`config.mk`:
```
export PLATFORM = sky130hd
export DESIGN_NAME = multi_waveform_oscillator_core
export DESIGN_NICKNAME = d
export VERILOG_FILES = /design/src/sv/mwo_pkg.sv /design/src/sv/multi_waveform_oscillator_core.sv /design/src/sv/mwo_front.sv /design/src/sv/mwo_queue.sv /design/src/sv/mwo_back.sv
export SDC_FILE = /design/constraint.sdc
export NUM_CORES = 2
export LEC_CHECK = 0
export BUFFER_PORTS_ARGS = -buffer_cell sky130_fd_sc_hd__buf_2
export CORE_ASPECT_RATIO = 1.5
export CORE_MARGIN = 2
export CORE_UTILIZATION = 38
export DETAILED_ROUTE_END_ITERATION = 16
export GPL_ROUTABILITY_DRIVEN = 0
export PLACE_DENSITY_LB_ADDON = 0.2
export SLEW_MARGIN = 20
export SYNTH_ARGS = -nofsm -noshare
export SYNTH_HDL_FRONTEND = slang
export SYNTH_HIERARCHICAL = 1
export SYNTH_SLANG_ARGS = --single-unit
```
`constraint.sdc`:
```
create_clock -name clk -period 7.87 [get_ports clk]
set_input_delay 1.1805 -clock clk [delete_from_list [all_inputs] [get_ports clk]]
set_output_delay 1.1805 -clock clk [all_outputs]
set_load 0.01 [all_outputs]
```
`src/sv/mwo_pkg.sv`:
```
// Package for the multi-waveform oscillator: widths, register codes, shared types
// and the quarter-wave sine table. Has no dependencies; every module imports it.
`default_nettype none

package mwo_pkg;

  // Fixed widths of the datapath.
  localparam int PHASE_BITS       = 32;
  localparam int STEP_BITS        = 32;
  localparam int LEVEL_BITS       = 16;
  localparam int SAMPLE_BITS      = 16;
  localparam int SINE_TABLE_DEPTH = 256;
  localparam int SINE_IDX_BITS    = $clog2(SINE_TABLE_DEPTH);
  localparam int FRAC_BITS        = 16;
  localparam int WAVE_BITS        = 17;
  localparam int PROD1_BITS       = WAVE_BITS + LEVEL_BITS;
  localparam int PROD_BITS        = PROD1_BITS + LEVEL_BITS + 1;
  localparam int OUT_SHIFT        = 31 - SAMPLE_BITS;
  localparam int SUM_BITS         = ((PHASE_BITS > STEP_BITS) ? PHASE_BITS : STEP_BITS) + 1;
  localparam int SAT_BITS         = PROD_BITS - OUT_SHIFT;

  // Small queue between the front and the back.
  localparam int QUEUE_DEPTH = 2;
  localparam int QPTR_BITS   = $clog2(QUEUE_DEPTH);
  localparam int QCNT_BITS   = $clog2(QUEUE_DEPTH + 1);

  // Configuration port.
  localparam int CFG_INDEX_BITS = 2;
  localparam int CFG_DATA_BITS  = 32;
  localparam logic [CFG_INDEX_BITS-1:0] CFG_WAVE_MODE  = 2'd0;
  localparam logic [CFG_INDEX_BITS-1:0] CFG_PHASE_STEP = 2'd1;
  localparam logic [CFG_INDEX_BITS-1:0] CFG_GAIN       = 2'd2;

  localparam logic [STEP_BITS-1:0]  PHASE_STEP_RESET = 32'd39370534;
  localparam logic [LEVEL_BITS-1:0] GAIN_RESET       = 16'd32768;

  // Half pi in Q30, used to build the table.
  localparam logic [63:0] PI_HALF_Q30 = 64'd1686629713;

  typedef enum logic [1:0] {
    WAVE_SINE     = 2'd0,
    WAVE_SAW      = 2'd1,
    WAVE_SQUARE   = 2'd2,
    WAVE_TRIANGLE = 2'd3
  } wave_mode_t;

  typedef struct packed {
    wave_mode_t             wave_mode;
    logic [STEP_BITS-1:0]   phase_step;
    logic [LEVEL_BITS-1:0]  gain;
  } cfg_t;

  // One word held in the queue: the updated phase and the tick's side data.
  typedef struct packed {
    logic [PHASE_BITS-1:0]  phase;
    logic [LEVEL_BITS-1:0]  env;
    logic                   last;
  } q_entry_t;

  typedef struct packed {
    logic full;
    logic empty;
  } q_status_t;

  typedef enum logic [1:0] {
    BK_IDLE,
    BK_GAIN,
    BK_ENV,
    BK_ROUND
  } back_state_t;

  // One table entry: sine by an integer Taylor series in Q30, rounded to Q15.
  function automatic logic [15:0] sine_entry(input int k);
    logic [63:0]        x;
    logic [63:0]        x2;
    logic [63:0]        term;
    logic signed [64:0] sum;
    logic [63:0]        rnd;
    x    = (PI_HALF_Q30 * 64'(k)) / 64'(SINE_TABLE_DEPTH);
    x2   = (x * x) >> 30;
    term = x;
    sum  = $signed({1'b0, x});
    term = ((term * x2) >> 30) / 64'd6;   sum = sum - $signed({1'b0, term});
    term = ((term * x2) >> 30) / 64'd20;  sum = sum + $signed({1'b0, term});
    term = ((term * x2) >> 30) / 64'd42;  sum = sum - $signed({1'b0, term});
    term = ((term * x2) >> 30) / 64'd72;  sum = sum + $signed({1'b0, term});
    term = ((term * x2) >> 30) / 64'd110; sum = sum - $signed({1'b0, term});
    term = ((term * x2) >> 30) / 64'd156; sum = sum + $signed({1'b0, term});
    term = ((term * x2) >> 30) / 64'd210; sum = sum - $signed({1'b0, term});
    term = ((term * x2) >> 30) / 64'd272; sum = sum + $signed({1'b0, term});
    if (sum < 0) begin
      sum = '0;
    end
    rnd = sum[63:0] + 64'd16384;
    return rnd[30:15];
  endfunction

  typedef logic [15:0] sine_rom_t [SINE_TABLE_DEPTH];

  function automatic sine_rom_t build_sine_rom();
    sine_rom_t rom;
    for (int k = 0; k < SINE_TABLE_DEPTH; k++) begin
      rom[k] = sine_entry(k);
    end
    return rom;
  endfunction

  // Entries 0 to depth-1 live in the table; the quarter-wave peak stands apart.
  localparam sine_rom_t   SINE_ROM  = build_sine_rom();
  localparam logic [15:0] SINE_PEAK = sine_entry(SINE_TABLE_DEPTH);

endpackage

`default_nettype wire

```
`src/sv/multi_waveform_oscillator_core.sv`:
```
// Top level of the multi-waveform oscillator: configuration registers and the
// front, queue and back. Depends on mwo_pkg, mwo_front, mwo_queue and mwo_back.
//
//   channel  direction  handshake          payload
//   in_      sink       in_valid/in_stall  in_envelope_level, in_frame_end
//   out_     source     out_valid/out_stall out_sample_value, out_block_last
//   cfg_     sink       cfg_valid/cfg_ready cfg_index, cfg_data
//
// Each word passes through the back sequencer's steps in order (wave lookup, gain product,
// envelope product, rounding); the back takes a new word only once the last is done.
// The front advances the phase on acceptance and can run up to two words ahead.
// Reset is synchronous and active low; it clears the phase, queue and registers.
// A stalled output holds its word while the back finishes the next one.
`default_nettype none

module multi_waveform_oscillator_core (
  input  wire logic                                 clk,
  input  wire logic                                 rst_n,
  input  wire logic                                 in_valid,
  output logic                                      in_stall,
  input  wire logic [mwo_pkg::LEVEL_BITS-1:0]       in_envelope_level,
  input  wire logic                                 in_frame_end,
  output logic                                      out_valid,
  input  wire logic                                 out_stall,
  output logic signed [mwo_pkg::SAMPLE_BITS-1:0]    out_sample_value,
  output logic                                      out_block_last,
  input  wire logic                                 cfg_valid,
  output logic                                      cfg_ready,
  input  wire logic [mwo_pkg::CFG_INDEX_BITS-1:0]   cfg_index,
  input  wire logic [mwo_pkg::CFG_DATA_BITS-1:0]    cfg_data
);
  import mwo_pkg::*;

  cfg_t      cfg_r;
  cfg_t      cfg_nxt;
  q_status_t q_stat;
  q_entry_t  push_data;
  q_entry_t  head;
  logic      push;
  logic      pop;

  // Register writes are always taken; an unknown index is dropped.
  assign cfg_ready = 1'b1;

  always_comb begin
    cfg_nxt = cfg_r;
    if (cfg_valid && cfg_ready) begin
      unique case (cfg_index)
        CFG_WAVE_MODE:  cfg_nxt.wave_mode  = wave_mode_t'(cfg_data[1:0]);
        CFG_PHASE_STEP: cfg_nxt.phase_step = cfg_data[STEP_BITS-1:0];
        CFG_GAIN:       cfg_nxt.gain       = cfg_data[LEVEL_BITS-1:0];
        default:        cfg_nxt = cfg_r;
      endcase
    end
  end

  always_ff @(posedge clk) begin
    if (!rst_n) begin
      cfg_r.wave_mode  <= WAVE_SINE;
      cfg_r.phase_step <= PHASE_STEP_RESET;
      cfg_r.gain       <= GAIN_RESET;
    end else begin
      cfg_r <= cfg_nxt;
    end
  end

  mwo_front u_front (
    .clk               (clk),
    .rst_n             (rst_n),
    .in_valid          (in_valid),
    .in_stall          (in_stall),
    .in_envelope_level (in_envelope_level),
    .in_frame_end      (in_frame_end),
    .cfg               (cfg_r),
    .q_stat            (q_stat),
    .push              (push),
    .push_data         (push_data)
  );

  mwo_queue u_queue (
    .clk       (clk),
    .rst_n     (rst_n),
    .push      (push),
    .push_data (push_data),
    .pop       (pop),
    .head      (head),
    .q_stat    (q_stat)
  );

  mwo_back u_back (
    .clk              (clk),
    .rst_n            (rst_n),
    .cfg              (cfg_r),
    .q_stat           (q_stat),
    .head             (head),
    .pop              (pop),
    .out_valid        (out_valid),
    .out_stall        (out_stall),
    .out_sample_value (out_sample_value),
    .out_block_last   (out_block_last)
  );

  // Reset leaves no result word pending.
  a_reset_clears_out: assert property (@(posedge clk) !rst_n |=> !out_valid)
    else $error("output valid after reset");

  // A phase step write lands in the register in the next cycle.
  a_step_write: assert property (@(posedge clk) disable iff (!rst_n)
    (cfg_valid && cfg_ready && cfg_index == CFG_PHASE_STEP)
      |=> (cfg_r.phase_step == $past(cfg_data)))
    else $error("phase step write lost");

  // An empty queue never holds off the source.
  a_empty_no_stall: assert property (@(posedge clk) disable iff (!rst_n)
    q_stat.empty |-> !in_stall)
    else $error("input stalled with empty queue");

  // The back never pops an empty queue.
  a_no_underflow: assert property (@(posedge clk) disable iff (!rst_n)
    pop |-> !q_stat.empty)
    else $error("queue popped while empty");

endmodule

`default_nettype wire

```
`src/sv/mwo_front.sv`:
```
// Front of the oscillator: accepts tick words and advances the phase accumulator.
// Depends on mwo_pkg; feeds mwo_queue.
`default_nettype none

module mwo_front (
  input  wire logic                          clk,
  input  wire logic                          rst_n,
  input  wire logic                          in_valid,
  output logic                               in_stall,
  input  wire logic [mwo_pkg::LEVEL_BITS-1:0] in_envelope_level,
  input  wire logic                          in_frame_end,
  input  wire mwo_pkg::cfg_t                 cfg,
  input  wire mwo_pkg::q_status_t            q_stat,
  output logic                               push,
  output mwo_pkg::q_entry_t                  push_data
);
  import mwo_pkg::*;

  logic [PHASE_BITS-1:0] phase_r;
  logic [PHASE_BITS-1:0] phase_nxt;
  logic [SUM_BITS-1:0]   sum;
  logic                  overflow;
  logic [PHASE_BITS-1:0] phase_new;

  // A word is taken whenever the queue has room.
  assign in_stall = q_stat.full;
  assign push     = in_valid && !in_stall;

  // Sine wraps around the cycle; the other waves restart at zero on overflow.
  always_comb begin
    sum       = SUM_BITS'(phase_r) + SUM_BITS'(cfg.phase_step);
    overflow  = |sum[SUM_BITS-1:PHASE_BITS];
    phase_new = sum[PHASE_BITS-1:0];
    if (cfg.wave_mode != WAVE_SINE && overflow) begin
      phase_new = '0;
    end
    phase_nxt = push ? phase_new : phase_r;
  end

  assign push_data.phase = phase_new;
  assign push_data.env   = in_envelope_level;
  assign push_data.last  = in_frame_end;

  always_ff @(posedge clk) begin
    if (!rst_n) begin
      phase_r <= '0;
    end else begin
      phase_r <= phase_nxt;
    end
  end

endmodule

`default_nettype wire

```
`src/sv/mwo_queue.sv`:
```
// Short first-in first-out queue of phase words between front and back.
// Depends on mwo_pkg.
`default_nettype none

module mwo_queue (
  input  wire logic               clk,
  input  wire logic               rst_n,
  input  wire logic               push,
  input  wire mwo_pkg::q_entry_t  push_data,
  input  wire logic               pop,
  output mwo_pkg::q_entry_t       head,
  output mwo_pkg::q_status_t      q_stat
);
  import mwo_pkg::*;

  q_entry_t             slot_r [QUEUE_DEPTH];
  logic [QPTR_BITS-1:0] wr_ptr_r;
  logic [QPTR_BITS-1:0] wr_ptr_nxt;
  logic [QPTR_BITS-1:0] rd_ptr_r;
  logic [QPTR_BITS-1:0] rd_ptr_nxt;
  logic [QCNT_BITS-1:0] count_r;
  logic [QCNT_BITS-1:0] count_nxt;

  assign head         = slot_r[rd_ptr_r];
  assign q_stat.full  = (count_r == QCNT_BITS'(QUEUE_DEPTH));
  assign q_stat.empty = (count_r == '0);

  // Pointer and fill count bookkeeping.
  always_comb begin
    wr_ptr_nxt = wr_ptr_r;
    rd_ptr_nxt = rd_ptr_r;
    count_nxt  = count_r;
    if (push) begin
      wr_ptr_nxt = (wr_ptr_r == QPTR_BITS'(QUEUE_DEPTH - 1)) ? '0 : wr_ptr_r + 1'b1;
    end
    if (pop) begin
      rd_ptr_nxt = (rd_ptr_r == QPTR_BITS'(QUEUE_DEPTH - 1)) ? '0 : rd_ptr_r + 1'b1;
    end
    if (push && !pop) begin
      count_nxt = count_r + 1'b1;
    end else if (pop && !push) begin
      count_nxt = count_r - 1'b1;
    end
  end

  always_ff @(posedge clk) begin
    if (!rst_n) begin
      wr_ptr_r <= '0;
      rd_ptr_r <= '0;
      count_r  <= '0;
    end else begin
      wr_ptr_r <= wr_ptr_nxt;
      rd_ptr_r <= rd_ptr_nxt;
      count_r  <= count_nxt;
    end
  end

  // Storage needs no reset.
  always_ff @(posedge clk) begin
    if (push) begin
      slot_r[wr_ptr_r] <= push_data;
    end
  end

endmodule

`default_nettype wire

```
`src/sv/mwo_back.sv`:
```
// Back of the oscillator: wave lookup, gain and envelope products, rounding and
// saturation, and the output register. Depends on mwo_pkg; reads mwo_queue.
`default_nettype none

module mwo_back (
  input  wire logic                                 clk,
  input  wire logic                                 rst_n,
  input  wire mwo_pkg::cfg_t                        cfg,
  input  wire mwo_pkg::q_status_t                   q_stat,
  input  wire mwo_pkg::q_entry_t                    head,
  output logic                                      pop,
  output logic                                      out_valid,
  input  wire logic                                 out_stall,
  output logic signed [mwo_pkg::SAMPLE_BITS-1:0]    out_sample_value,
  output logic                                      out_block_last
);
  import mwo_pkg::*;

  localparam logic signed [SAT_BITS-1:0] SAT_HI = SAT_BITS'((1 << (SAMPLE_BITS - 1)) - 1);
  localparam logic signed [SAT_BITS-1:0] SAT_LO = -SAT_BITS'(1 << (SAMPLE_BITS - 1));
  localparam logic signed [PROD_BITS-1:0] ROUND_HALF = PROD_BITS'(1 << (OUT_SHIFT - 1));

  back_state_t                    state_r;
  back_state_t                    state_nxt;
  logic signed [WAVE_BITS-1:0]    w_r;
  logic signed [WAVE_BITS-1:0]    w_nxt;
  logic signed [PROD1_BITS-1:0]   m1_r;
  logic signed [PROD_BITS-1:0]    m2_r;
  logic [LEVEL_BITS-1:0]          env_r;
  logic                           last_r;
  logic                           out_valid_r;
  logic                           out_valid_nxt;
  logic signed [SAMPLE_BITS-1:0]  sample_r;
  logic                           block_last_r;
  logic                           out_free;
  logic                           load_m1;
  logic                           load_m2;
  logic                           load_out;
  logic signed [PROD_BITS-1:0]    rounded;
  logic signed [SAT_BITS-1:0]     scaled;
  logic signed [SAMPLE_BITS-1:0]  sat_value;

  // Wave value from the phase at the queue head.
  always_comb begin
    logic [FRAC_BITS-1:0]     f;
    logic [1:0]               quad;
    logic [SINE_IDX_BITS-1:0] idx;
    logic [15:0]              mag;
    logic signed [WAVE_BITS:0] tri_val;
    f    = head.phase[PHASE_BITS-1 -: FRAC_BITS];
    quad = head.phase[PHASE_BITS-1 -: 2];
    idx  = head.phase[PHASE_BITS-3 -: SINE_IDX_BITS];
    // Falling quadrants read the table mirrored; a zero index there is the peak.
    if (quad[0]) begin
      mag = (idx == '0) ? SINE_PEAK : SINE_ROM[SINE_IDX_BITS'(-idx)];
    end else begin
      mag = SINE_ROM[idx];
    end
    tri_val = f[FRAC_BITS-1] ? ((WAVE_BITS+1)'(98304) - $signed({1'b0, f, 1'b0}))
                             : ($signed({1'b0, f, 1'b0}) - (WAVE_BITS+1)'(32768));
    case (cfg.wave_mode)
      WAVE_SINE:     w_nxt = quad[1] ? -$signed({1'b0, mag}) : $signed({1'b0, mag});
      WAVE_SAW:      w_nxt = $signed({1'b0, f}) - WAVE_BITS'(32768);
      WAVE_SQUARE:   w_nxt = f[FRAC_BITS-1] ? WAVE_BITS'(32768) : -WAVE_BITS'(32768);
      default:       w_nxt = tri_val[WAVE_BITS-1:0];
    endcase
  end

  // Round to nearest with ties upwards, then clamp to the sample range.
  always_comb begin
    rounded = m2_r + ROUND_HALF;
    scaled  = rounded[PROD_BITS-1:OUT_SHIFT];
    if (scaled > SAT_HI) begin
      sat_value = SAT_HI[SAMPLE_BITS-1:0];
    end else if (scaled < SAT_LO) begin
      sat_value = SAT_LO[SAMPLE_BITS-1:0];
    end else begin
      sat_value = scaled[SAMPLE_BITS-1:0];
    end
  end

  assign out_free = !out_valid_r || !out_stall;

  // Sequencer next state.
  always_comb begin
    state_nxt = state_r;
    unique case (state_r)
      BK_IDLE:  if (!q_stat.empty) state_nxt = BK_GAIN;
      BK_GAIN:  state_nxt = BK_ENV;
      BK_ENV:   state_nxt = BK_ROUND;
      BK_ROUND: if (out_free) state_nxt = BK_IDLE;
      default:  state_nxt = BK_IDLE;
    endcase
  end

  // Sequencer outputs.
  always_comb begin
    pop      = 1'b0;
    load_m1  = 1'b0;
    load_m2  = 1'b0;
    load_out = 1'b0;
    unique case (state_r)
      BK_IDLE:  pop      = !q_stat.empty;
      BK_GAIN:  load_m1  = 1'b1;
      BK_ENV:   load_m2  = 1'b1;
      BK_ROUND: load_out = out_free;
      default:  pop      = 1'b0;
    endcase
  end

  // The output register holds its word until the sink takes it.
  always_comb begin
    out_valid_nxt = out_valid_r && out_stall;
    if (load_out) begin
      out_valid_nxt = 1'b1;
    end
  end

  always_ff @(posedge clk) begin
    if (!rst_n) begin
      state_r     <= BK_IDLE;
      out_valid_r <= 1'b0;
    end else begin
      state_r     <= state_nxt;
      out_valid_r <= out_valid_nxt;
    end
  end

  // Datapath registers, one product per stage.
  always_ff @(posedge clk) begin
    if (pop) begin
      w_r    <= w_nxt;
      env_r  <= head.env;
      last_r <= head.last;
    end
    if (load_m1) begin
      m1_r <= PROD1_BITS'(w_r * $signed({1'b0, cfg.gain}));
    end
    if (load_m2) begin
      m2_r <= PROD_BITS'(m1_r * $signed({1'b0, env_r}));
    end
    if (load_out) begin
      sample_r     <= sat_value;
      block_last_r <= last_r;
    end
  end

  assign out_valid        = out_valid_r;
  assign out_sample_value = sample_r;
  assign out_block_last   = block_last_r;

endmodule

`default_nettype wire

```
==> results_dict.tcl <==
set metrics [dict create \
    die_w_um 301 \
    cts.sinks 276 \
    required_ps 8200 \
    worstSetupPathType "reg -> reg" \
    syn-cell-area_sq_mm 0.0504 \
    ant_nets 0 \
    cp.arrival_ps 7780 \
    avgSynthCellArea_sq_um 8.71 \
    hold_class "reg -> reg" \
    grt_antenna_before_repair 7 \
    max-slew-margin-rel 0.155 \
    placed_area_sq_mm 0.0521 \
    htree_levels 2 \
    clock_latency_ps 600 \
    port_buffers 74 \
    dpl.hpwl_um 128000 \
    fin_util 0.406 \
    cts_buffers 35 \
    tightestPinTransition_ps 1260 \
    syn_nets 6909 \
    syn_to_final_growth_pct 5.86 \
    end_kind "register" \
    cts-root-buf "clkbuf_16" \
    yosysWarnings 6 \
    fillCellCount 13298 \
    cts_tree "done" \
    drive_gt1_frac 0.0681 \
    rsz0062_at_grt "no" \
    status "completed" \
    post-cts-setup-buffer-count 0 \
    final_nets 6761 \
    setup_viol 0 \
    cts_resized 0 \
    drc 0 \
    cp_max_fo 18 \
    fmax_mhz 134 \
    max_cap_viol_count 0 \
    fin_crit_ps 7440 \
    grt_first_pass_wirelength_um 263000 \
    skew_ps 35.5 \
    clk_transition_reported_paths_ps 60 \
    cts_hold_buf 0 \
    max-clock-path-buffers 3 \
    die_y_um 450 \
    grt_overflow 0 \
    track_usage 0.253 \
    stdcell_area_sq_mm 0.0534 \
    grt_start_max_net_pins 102 \
    routed_via_density 5.68 \
    initial_core_util 0.383 \
    ioPinCount 76 \
    vias 42068 \
    row_count 163 \
    period_share 0.946 \
    core_sq_mm 0.132 \
    wirelength_um 170000 \
    floorplan.die_area_sq_mm 0.136 \
    drt-initial-drc-count 3880 \
    grt_pass1_vias 44102 \
    syn_inst 5793 \
    report.final.slew_viol_count 0 \
    wl_per_cell_um 22.9 \
    hold_viol 0 \
    first_pass_iters 7 \
    setup_tns_ps 0 \
    start_kind "register" \
]
-- cell usage in the layout (no fill, tap or decap), drive strengths merged, types with 92 or more instances in the layout --
cell type  count
nor3          92
and2         326
inv          968
nor2         229
edfxtp       186
fa           778
xnor2         98
a21oi        241
buf          203
nand2        792
ha           282
o21ai        201
-- through the flow --
step	worst slack, ps	cells	hold WS (ps)
2_1_floorplan	1270	5793	400
3_3_place_gp	520	7336	401
3_5_place_dp	474	7336	406
4_1_cts	488	7400	433
5_1_grt	3.67	7404	436
6_report	426	7407	429
-- final cells by class --
class | count | area [sq um] | share of cell area
Sequential cell | 276 | 7390 | 0.138
Timing Repair Buffer | 205 | 1370 | 0.0256
Multi-Input combinational cell | 4161 | 37600 | 0.704
Tap cell | 1732 | 2170 | 0.0406
Antenna cell | 3 | 7.51 | 0.000141
Clock inverter | 23 | 329 | 0.00616
Inverter | 966 | 3630 | 0.0680
Clock buffer | 41 | 898 | 0.0168
-- state kept, by name, indices dropped and copies added, names as in the netlist, named ones only --
name and count:
u_back/w_r 17, u_front/phase_r 32, u_back/last_r 1, cfg_r 50, u_queue/slot_r 66, u_queue/wr_ptr_r 1
u_back/state_r 2, u_queue/count_r 2, u_queue/rd_ptr_r 1, u_back/out_block_last 1, u_back/out_sample_value 16, u_back/out_valid 1
u_back/env_r 16, u_back/m2_r 36, u_back/m1_r 33
-- routing by layer --
| layer | vias to the layer above | wire [um] | global-route usage |
|---|---|---|---|
| met1 | 20889 | 60900 | 0.280 |
| met3 | 729 | 12500 | 0.0536 |
| met4 | 6 | 12700 | 0.151 |
| met5 | - | 35 | 0 |
| li1 | 18577 | - | - |
| met2 | 1867 | 83800 | 0.441 |
-- path summary, 6_finish.rpt --
kind | start | cells after the start | slack, ps | endpoint
min | u_back/last_r | 0 | 430 | u_back/out_block_last
max | u_back/env_r[2] | 23 | 430 | u_back/m2_r[49]
max reg2reg | u_back/env_r[2] | 23 | 430 | u_back/m2_r[49]
min reg2reg | u_back/last_r | 0 | 430 | u_back/out_block_last
-- worst max-delay path, cell delays in order, from the launching register on --
cell	delay (ps)
edfxtp_1	710
buf_4	400
nand2_1	130
fa_1	540
fa_1	520
fa_1	530
inv_1	60
fa_1	490
fa_1	490
inv_1	50
fa_1	470
inv_1	40
ha_1	340
nand3_1	130
nor3b_1	360
a211o_1	200
a41o_1	160
a2111oi_0	110
buf_4	160
nor4_1	630
o211ai_1	200
a21oi_1	210
a21o_1	160
xnor2_1	70
Power is not shown: default switching activity piles up to over one toggle a cycle in this logic, so the estimate is an artifact.
